--- config.mk ---
export PLATFORM = sky130hd
export DESIGN_NAME = multi_arena_bump_allocator_core
export DESIGN_NICKNAME = d
export VERILOG_FILES = /design/src/rtl/mab_pkg.sv /design/src/rtl/multi_arena_bump_allocator_core.sv
export SDC_FILE = /design/constraint.sdc
export NUM_CORES = 1
export LEC_CHECK = 0
export BUFFER_PORTS_ARGS = -buffer_cell sky130_fd_sc_hd__buf_2
export CAP_MARGIN = 20
export CORE_UTILIZATION = 35
export DETAILED_ROUTE_END_ITERATION = 7
export MAX_ROUTING_LAYER = met4
export PLACE_DENSITY_LB_ADDON = 0.25
export SLEW_MARGIN = 20
export SYNTH_ARGS = -nofsm -noshare
export SYNTH_HDL_FRONTEND = slang
export SYNTH_SLANG_ARGS = --single-unit
--- constraint.sdc ---
create_clock -name clock -period 8.9 [get_ports clock]
set_clock_uncertainty 0.1 [all_clocks]
set_input_delay 0.89 -clock clock [delete_from_list [all_inputs] [get_ports clock]]
set_output_delay 0.89 -clock clock [all_outputs]
set_load 0.01 [all_outputs]
--- src/rtl/mab_pkg.sv ---
`default_nettype none

package mab_pkg;

   // Command codes of an input item.
   localparam logic CMD_ALLOCATE = 1'b0;
   localparam logic CMD_REWIND   = 1'b1;

   // Result status codes.
   localparam logic [1:0] ST_ALLOCATED = 2'd0;
   localparam logic [1:0] ST_TOO_LARGE = 2'd1;
   localparam logic [1:0] ST_REWOUND   = 2'd2;
   localparam logic [1:0] ST_HELD_OFF  = 2'd3;

   // Configuration register map (word index within the register file).
   localparam int          CSR_ADDR_WIDTH = 3;
   localparam logic        REG_HOLD_RESET = 1'b0;

   typedef struct packed {
      logic        command;
      logic [15:0] request_size;
   } req_type;

   typedef struct packed {
      logic [15:0] address;
      logic [2:0]  arena_index;
      logic [1:0]  status;
   } rsp_type;

endpackage

`default_nettype wire

--- src/rtl/multi_arena_bump_allocator_core.sv ---
`default_nettype none

// Bump allocator over a row of NUM_ARENAS arenas whose sizes double: arena i
// holds BASE_ARENA_BYTES << i bytes and the arenas lie end to end in one
// global byte space. Start an item by raising start; busy is always low, so
// one item is taken on every clock cycle in which start is high. Each item
// produces exactly one result, shown on rsp_item for a single cycle with
// rsp_valid high, and results leave in the order the items came in. The
// receiver cannot stall the block and must take every result in the cycle
// it appears. The block is a three-register pipeline: the first stage
// multiplies the padded size by the reciprocal of the alignment, the second
// finishes the round-up with one compare and correction, and the third
// compares the rounded size against every arena in parallel, picks the
// lowest one that fits and updates the fill offsets in the same cycle, so
// back-to-back items always see each other's effect. The hold_reset
// register (word index 0) turns rewind items into no-ops that report a
// held-off status; write it only while no item is in flight.
module multi_arena_bump_allocator_core #(
   parameter int NUM_ARENAS       = 8,
   parameter int BASE_ARENA_BYTES = 256,
   parameter int ALIGN_BYTES      = 4
) (
   input  wire                                    clock,
   input  wire                                    reset,

   input  wire                                    start,
   output logic                                   busy,
   input  wire  mab_pkg::req_type                 req_item,

   output logic                                   rsp_valid,
   output mab_pkg::rsp_type                       rsp_item,

   input  wire                                    psel,
   input  wire                                    penable,
   input  wire                                    pwrite,
   input  wire  [mab_pkg::CSR_ADDR_WIDTH-1:0]     paddr,
   input  wire  [31:0]                            pwdata,
   output logic [31:0]                            prdata,
   output logic                                   pready
);

   import mab_pkg::*;

   // Width of a rounded size: 65535 rounded up can reach 65536.
   localparam int SW    = 17;
   // Fixed-point shift and reciprocal for the division by the alignment.
   localparam int SHIFT = 22;
   localparam int PW    = SW + SHIFT;
   localparam longint RECIP = (64'd1 << SHIFT) / ALIGN_BYTES;
   // Fill offsets must hold the capacity of the largest arena and be able
   // to compare against any rounded size.
   localparam int CW0   = $clog2(BASE_ARENA_BYTES) + NUM_ARENAS;
   localparam int CW    = (CW0 > SW) ? CW0 : SW;
   localparam int IW    = $clog2(NUM_ARENAS);

   // Lower 16 bits of the global start address of arena i.
   function automatic logic [15:0] arena_base(input int i);
      logic [63:0] full;
      full = 64'(BASE_ARENA_BYTES) * ((64'd1 << i) - 64'd1);
      return full[15:0];
   endfunction

   //------------------------------------------------------------------------
   // Configuration port
   //------------------------------------------------------------------------
   logic hold_reset_ff;
   logic csr_write;

   assign pready    = 1'b1;
   assign csr_write = psel && penable && pwrite && pready
                      && (paddr[CSR_ADDR_WIDTH-1] == REG_HOLD_RESET);

   always_ff @(posedge clock) begin
      if (reset) begin
         hold_reset_ff <= 1'b0;
      end else if (csr_write) begin
         hold_reset_ff <= pwdata[0];
      end
   end

   always_comb begin
      prdata = '0;
      if (paddr[CSR_ADDR_WIDTH-1] == REG_HOLD_RESET) begin
         prdata[0] = hold_reset_ff;
      end
   end

   //------------------------------------------------------------------------
   // Stage 1: pad the size and multiply by the reciprocal of the alignment.
   //------------------------------------------------------------------------
   logic          accept;
   logic          s1_valid_ff;
   logic          s1_command_ff;
   logic [SW-1:0] s1_padded_ff;
   logic [PW-1:0] s1_product_ff;
   logic [SW-1:0] padded_in;

   assign busy      = 1'b0;
   assign accept    = start && !busy;
   assign padded_in = SW'(req_item.request_size) + SW'(ALIGN_BYTES - 1);

   always_ff @(posedge clock) begin
      if (reset) begin
         s1_valid_ff <= 1'b0;
      end else begin
         s1_valid_ff <= accept;
      end
      s1_command_ff <= req_item.command;
      s1_padded_ff  <= padded_in;
      s1_product_ff <= PW'(padded_in) * PW'(RECIP);
   end

   //------------------------------------------------------------------------
   // Stage 2: the estimated quotient is exact or one short; one compare
   // against the alignment fixes it.
   //------------------------------------------------------------------------
   logic            s2_valid_ff;
   logic            s2_command_ff;
   logic [SW-1:0]   s2_size_ff;
   logic [SW-1:0]   quot_est;
   logic [SW:0]     rounded_est;
   logic [SW:0]     remainder;
   logic [SW:0]     rounded_in;

   always_comb begin
      quot_est    = s1_product_ff[PW-1:SHIFT];
      rounded_est = (SW+1)'(quot_est) * (SW+1)'(ALIGN_BYTES);
      remainder   = (SW+1)'(s1_padded_ff) - rounded_est;
      if (remainder >= (SW+1)'(ALIGN_BYTES)) begin
         rounded_in = rounded_est + (SW+1)'(ALIGN_BYTES);
      end else begin
         rounded_in = rounded_est;
      end
   end

   always_ff @(posedge clock) begin
      if (reset) begin
         s2_valid_ff <= 1'b0;
      end else begin
         s2_valid_ff <= s1_valid_ff;
      end
      s2_command_ff <= s1_command_ff;
      s2_size_ff    <= rounded_in[SW-1:0];
   end

   //------------------------------------------------------------------------
   // Stage 3: parallel fit test over all arenas, lowest-index pick, and the
   // state update. The fit test for an open arena also checks that its fill
   // offset has not passed the capacity.
   //------------------------------------------------------------------------
   logic [NUM_ARENAS-1:0]         arena_open_ff;
   logic [NUM_ARENAS-1:0]         arena_open_in;
   logic [NUM_ARENAS-1:0][CW-1:0] arena_used_ff;
   logic [NUM_ARENAS-1:0][CW-1:0] arena_used_in;
   logic [NUM_ARENAS-1:0]         fits;
   logic                          found;
   logic [IW-1:0]                 pick;
   logic [15:0]                   base_sel;
   logic [CW-1:0]                 used_sel;
   logic [CW-1:0]                 size_ext;
   logic [CW-1:0]                 cap;
   logic                          rsp_valid_ff;
   rsp_type                       rsp_item_ff;
   rsp_type                       rsp_item_in;

   always_comb begin
      size_ext = CW'(s2_size_ff);
      for (int i = 0; i < NUM_ARENAS; i++) begin
         cap = CW'(BASE_ARENA_BYTES) << i;
         if (arena_open_ff[i]) begin
            fits[i] = (arena_used_ff[i] <= cap)
                      && ((cap - arena_used_ff[i]) >= size_ext);
         end else begin
            fits[i] = (cap >= size_ext);
         end
      end

      found = 1'b0;
      pick  = '0;
      for (int i = NUM_ARENAS - 1; i >= 0; i--) begin
         if (fits[i]) begin
            found = 1'b1;
            pick  = IW'(i);
         end
      end

      // A newly opened arena starts from an empty fill offset.
      base_sel = '0;
      used_sel = '0;
      for (int i = 0; i < NUM_ARENAS; i++) begin
         if (IW'(i) == pick) begin
            base_sel = arena_base(i);
            used_sel = arena_open_ff[i] ? arena_used_ff[i] : '0;
         end
      end

      arena_open_in = arena_open_ff;
      arena_used_in = arena_used_ff;
      rsp_item_in   = '0;

      if (s2_command_ff == CMD_REWIND) begin
         if (hold_reset_ff) begin
            rsp_item_in.status = ST_HELD_OFF;
         end else begin
            for (int i = 0; i < NUM_ARENAS; i++) begin
               if (arena_open_ff[i]) begin
                  arena_used_in[i] = '0;
               end
            end
            rsp_item_in.status = ST_REWOUND;
         end
      end else if (!found) begin
         rsp_item_in.status = ST_TOO_LARGE;
      end else begin
         for (int i = 0; i < NUM_ARENAS; i++) begin
            if (IW'(i) == pick) begin
               arena_open_in[i] = 1'b1;
               arena_used_in[i] = used_sel + size_ext;
            end
         end
         rsp_item_in.address     = base_sel + used_sel[15:0];
         rsp_item_in.arena_index = 3'(pick);
         rsp_item_in.status      = ST_ALLOCATED;
      end
   end

   always_ff @(posedge clock) begin
      if (reset) begin
         rsp_valid_ff  <= 1'b0;
         arena_open_ff <= '0;
         arena_used_ff <= '0;
      end else begin
         rsp_valid_ff <= s2_valid_ff;
         if (s2_valid_ff) begin
            arena_open_ff <= arena_open_in;
            arena_used_ff <= arena_used_in;
         end
      end
      rsp_item_ff <= rsp_item_in;
   end

   assign rsp_valid = rsp_valid_ff;
   assign rsp_item  = rsp_item_ff;

   //------------------------------------------------------------------------
   // Assertions
   //------------------------------------------------------------------------
`ifndef SYNTHESIS
   // Every accepted item yields its result strobe through the pipeline registers.
   a_latency: assert property (@(posedge clock) disable iff (reset)
      (start && !busy) |-> ##3 rsp_valid)
      else $error("result strobe missing three cycles after an accepted item");

   // Only an allocation carries an address or an arena index.
   a_no_alloc_fields: assert property (@(posedge clock) disable iff (reset)
      (rsp_valid && rsp_item.status != ST_ALLOCATED)
      |-> (rsp_item.address == 16'd0 && rsp_item.arena_index == 3'd0))
      else $error("non-allocation result carries address or arena index");

   // A held-off rewind leaves the fill offsets and open flags untouched.
   a_held_stable: assert property (@(posedge clock) disable iff (reset)
      (rsp_valid && rsp_item.status == ST_HELD_OFF)
      |-> (arena_used_ff == $past(arena_used_ff)
           && arena_open_ff == $past(arena_open_ff)))
      else $error("held-off rewind changed arena state");

   // A completed rewind is only reported while the hold register is clear.
   a_rewind_hold: assert property (@(posedge clock) disable iff (reset)
      (rsp_valid && rsp_item.status == ST_REWOUND) |-> !hold_reset_ff)
      else $error("rewind completed while hold_reset was set");
`endif

endmodule

`default_nettype wire
==> flow_summary.json <==
{
  "yosysSeqAreaShare_pct": 28.7,
  "drv_slew": 0,
  "grt_pass1_vias": 11900,
  "cts_root_buf": "clkbuf_16",
  "postSynthAreaPerCell_sq_um": 8.43,
  "initial_utilization_pct": 35.4,
  "cts.clk_slew.worst_paths_ns": 0.06,
  "worstSetupPathType": "register to register",
  "firstDrtPassIters": 8,
  "drive_gt1_share_pct": 10.4,
  "grt-ovfl-total": 0,
  "vias_per_cell": 5.81,
  "place_congestion": 0.940,
  "track_usage_pct": 24.5,
  "cts.sinks": 201,
  "fin_crit_sh_pct": 95.0,
  "dp_cells": 2201,
  "io_buffer_count": 47,
  "ios": 114,
  "final_cells": 2243,
  "grt_pass1_wl_microns": 74200,
  "startpoint_type": "register",
  "maxSlewHeadroom_pct": 32.7,
  "critPathMaxFanout": 7,
  "yosys.cell_types.count": 93,
  "dpl.hpwl_microns": 36800,
  "clk_latency_ns": 0.54,
  "yosysWarningCount": 0,
  "holdCritPathClass": "register to register",
  "setup_viol_count_final": 0,
  "synthCells": 1665,
  "p_leak_nw": 6.63,
  "h-tree-depth": 1,
  "reg2reg_slack_ns": 0.45,
  "cts_resized": 0,
  "core_area_sq_um": 39600,
  "cellPowerDensity_nw_per_um2": 145,
  "ys_ff_latch": 201,
  "cts_setup_buffers": 0,
  "synth.cell_area_sq_um": 14000,
  "max_stage_delay_ns": 0.70,
  "drc": 0,
  "cts_tree": "done",
  "ant_nets": 0,
  "drt_wl_total_microns": 49300,
  "drt_iter0_drc": 1324,
  "async_flop_share_pct": 0,
  "max_cap_violations": 0,
  "crit_slowest_cell": "or4_1",
  "die_w_microns": 202,
  "cts_made_buffers": 24,
  "cp_common_cell": "nor2_1",
  "antenna_found_initial": 0,
  "postCtsHoldBufs": 0,
  "wire_per_inst_microns": 22.0,
  "hold_viol": 0,
  "synth_edf_count": 0,
  "grt_max_degree": 67,
  "rows": 73,
  "clk_path_buf_depth": 3,
  "die_y_microns": 202,
  "rsz0062_at_grt": "no",
  "status": "finished, final reports clean",
  "nets": 1904,
  "endpoint_kind": "register",
  "setup_tns_ns": 0,
  "die-area_sq_um": 40900,
  "ir_worst_vdd_mv": 0.138,
  "cp.arrival_ns": 8.82,
  "vias": 13000,
  "period_minus_slack_ns": 8.45,
  "tightestPinTransition_ns": 1.01,
  "area_delta_synth_final_pct": 12.0,
  "num_antenna_cells": 0,
  "cp.required_ns": 9.26,
  "fmax_mhz": 118,
  "ys_dominant_reg_cell": "dfxtp_1"
}
## worst max-delay path: cells and delay by family (launching register included)
kind / cells / cell delay, ns
buf+inv: 3 / 0.41
compound gates: 13 / 3.36
mux: 1 / 0.13
simple gates: 11 / 2.99
xor+xnor: 1 / 0.13
flops: 1 / 0.38
fa+ha+maj: 3 / 0.87
## logic make-up (layout without fill, tap and decap cells)
family / Yosys count / in the layout / share of synthesized area, %
XOR/XNOR: 113 / 113 / 7.05
multiplexers: 57 / 57 / 4.09
AO/OA/AOI/OAI: 421 / 421 / 20.9
AND/OR/NAND/NOR: 566 / 566 / 20.9
adder cells (fa/ha/maj): 144 / 144 / 12.9
other: 2 / 33 / 0.0535
flip-flops: 201 / 201 / 28.7
buffers and inverters: 161 / 183 / 5.41
## cells in the mapped netlist, drive strengths merged (10+ instances only)
library cell  instances  area share (%)
a22o                 15            0.94
a211oi               15            0.93
inv                  52             1.4
a21o                 15            0.80
o21a                 20             1.1
nand4                21            0.94
nor2b                24             1.1
mux2i                54             3.8
xor2                 43             2.7
buf                  59             2.7
or2                  10            0.45
or3                  10            0.45
xnor2                70             4.4
a21oi               113             4.0
nand2                92             2.5
nand2b               33             1.5
ha                  142              13
a222oi               17             1.2
nor2                144             3.9
or4                  23             1.3
nor4                 32             1.6
clkbuf               50             1.3
nor3                 52             1.9
nand3                83             3.0
o32ai                12            0.75
dfxtp               201              29
o21ai               112             4.0
and2                 10            0.45
## sequential cells by signal, summed over array words and instances (netlist names)
register,flops
arena_open_ff,8
arena_used_ff,136
hold_reset_ff,1
rsp_item,21
rsp_valid,1
s1_command_ff,1
s1_product_ff,15
s1_valid_ff,1
s2_command_ff,1
s2_size_ff,15
s2_valid_ff,1
## cell type report
cell class	instances	area [sq um]
well taps	525	657
clock inverters	8	149
flip-flops and latches	201	4030
multi-input cells	1334	9440
repair buffers	89	553
inverters	52	198
fillers	4087	23900
clock buffers	34	709
## layout by cell type, fill, tap and decap left out, types with 24 or more instances in the layout
| master | Yosys | final |
|---|---|---|
| buf_2 | 17 | 46 |
| nor2_1 | 143 | 143 |
| buf_4 | 35 | 43 |
| xnor2_1 | 70 | 70 |
| nor3_1 | 50 | 50 |
| nand2b_1 | 33 | 33 |
| mux2i_1 | 54 | 54 |
| conb_1 | 2 | 33 |
| inv_1 | 51 | 51 |
| o21ai_0 | 109 | 108 |
| nor4_1 | 30 | 30 |
| nand3_1 | 83 | 83 |
| dfxtp_1 | 201 | 200 |
| nand2_1 | 89 | 89 |
| a21oi_1 | 113 | 112 |
| nor2b_1 | 24 | 24 |
| xor2_1 | 43 | 43 |
| ha_1 | 142 | 142 |
| clkbuf_16 | 0 | 25 |
## final timing paths
check | startpoint | end | cells after the start
min reg2reg | s1_product_ff[29] | s2_size_ff[9] | 0
min | s1_product_ff[29] | s2_size_ff[9] | 0
max | arena_used_ff[85] | arena_used_ff[101] | 32
max reg2reg | arena_used_ff[85] | arena_used_ff[101] | 32
## metal layers
metal  global-route usage [%]  vias to the layer above  wire (microns)
met2                     37.4                      529           21500
li1                         -                     6167               -
met1                     32.9                     6230           22000
met5                        -                        -               0
met4                     10.7                        0            2290
met3                     2.21                      106            3510
## per-stage QoR
step           setup slack [ns]  util, %  area [sq um]  hold slack [ns]  total power (W)
2_1_floorplan              1.37        -         14200            0.210          0.00113
3_3_place_gp              0.500     37.5         14900            0.212          0.00121
3_5_place_dp              0.436     37.5         14900            0.212          0.00122
4_1_cts                   0.415     39.6         15700            0.226          0.00229
5_1_grt                  0.0158     39.7         15700            0.230          0.00236
6_report                  0.445     39.7         15700            0.224          0.00228
## power by group
part | internal, W | switching, W | leakage [nW]
registers | 0.000916 | 0.0000135 | 1.63
clock network | 0.000669 | 0.000409 | 0.419
logic | 0.0000840 | 0.000188 | 4.58
total | 0.00167 | 0.000610 | 6.63
Note: power is estimated with default switching activity, not from simulation.
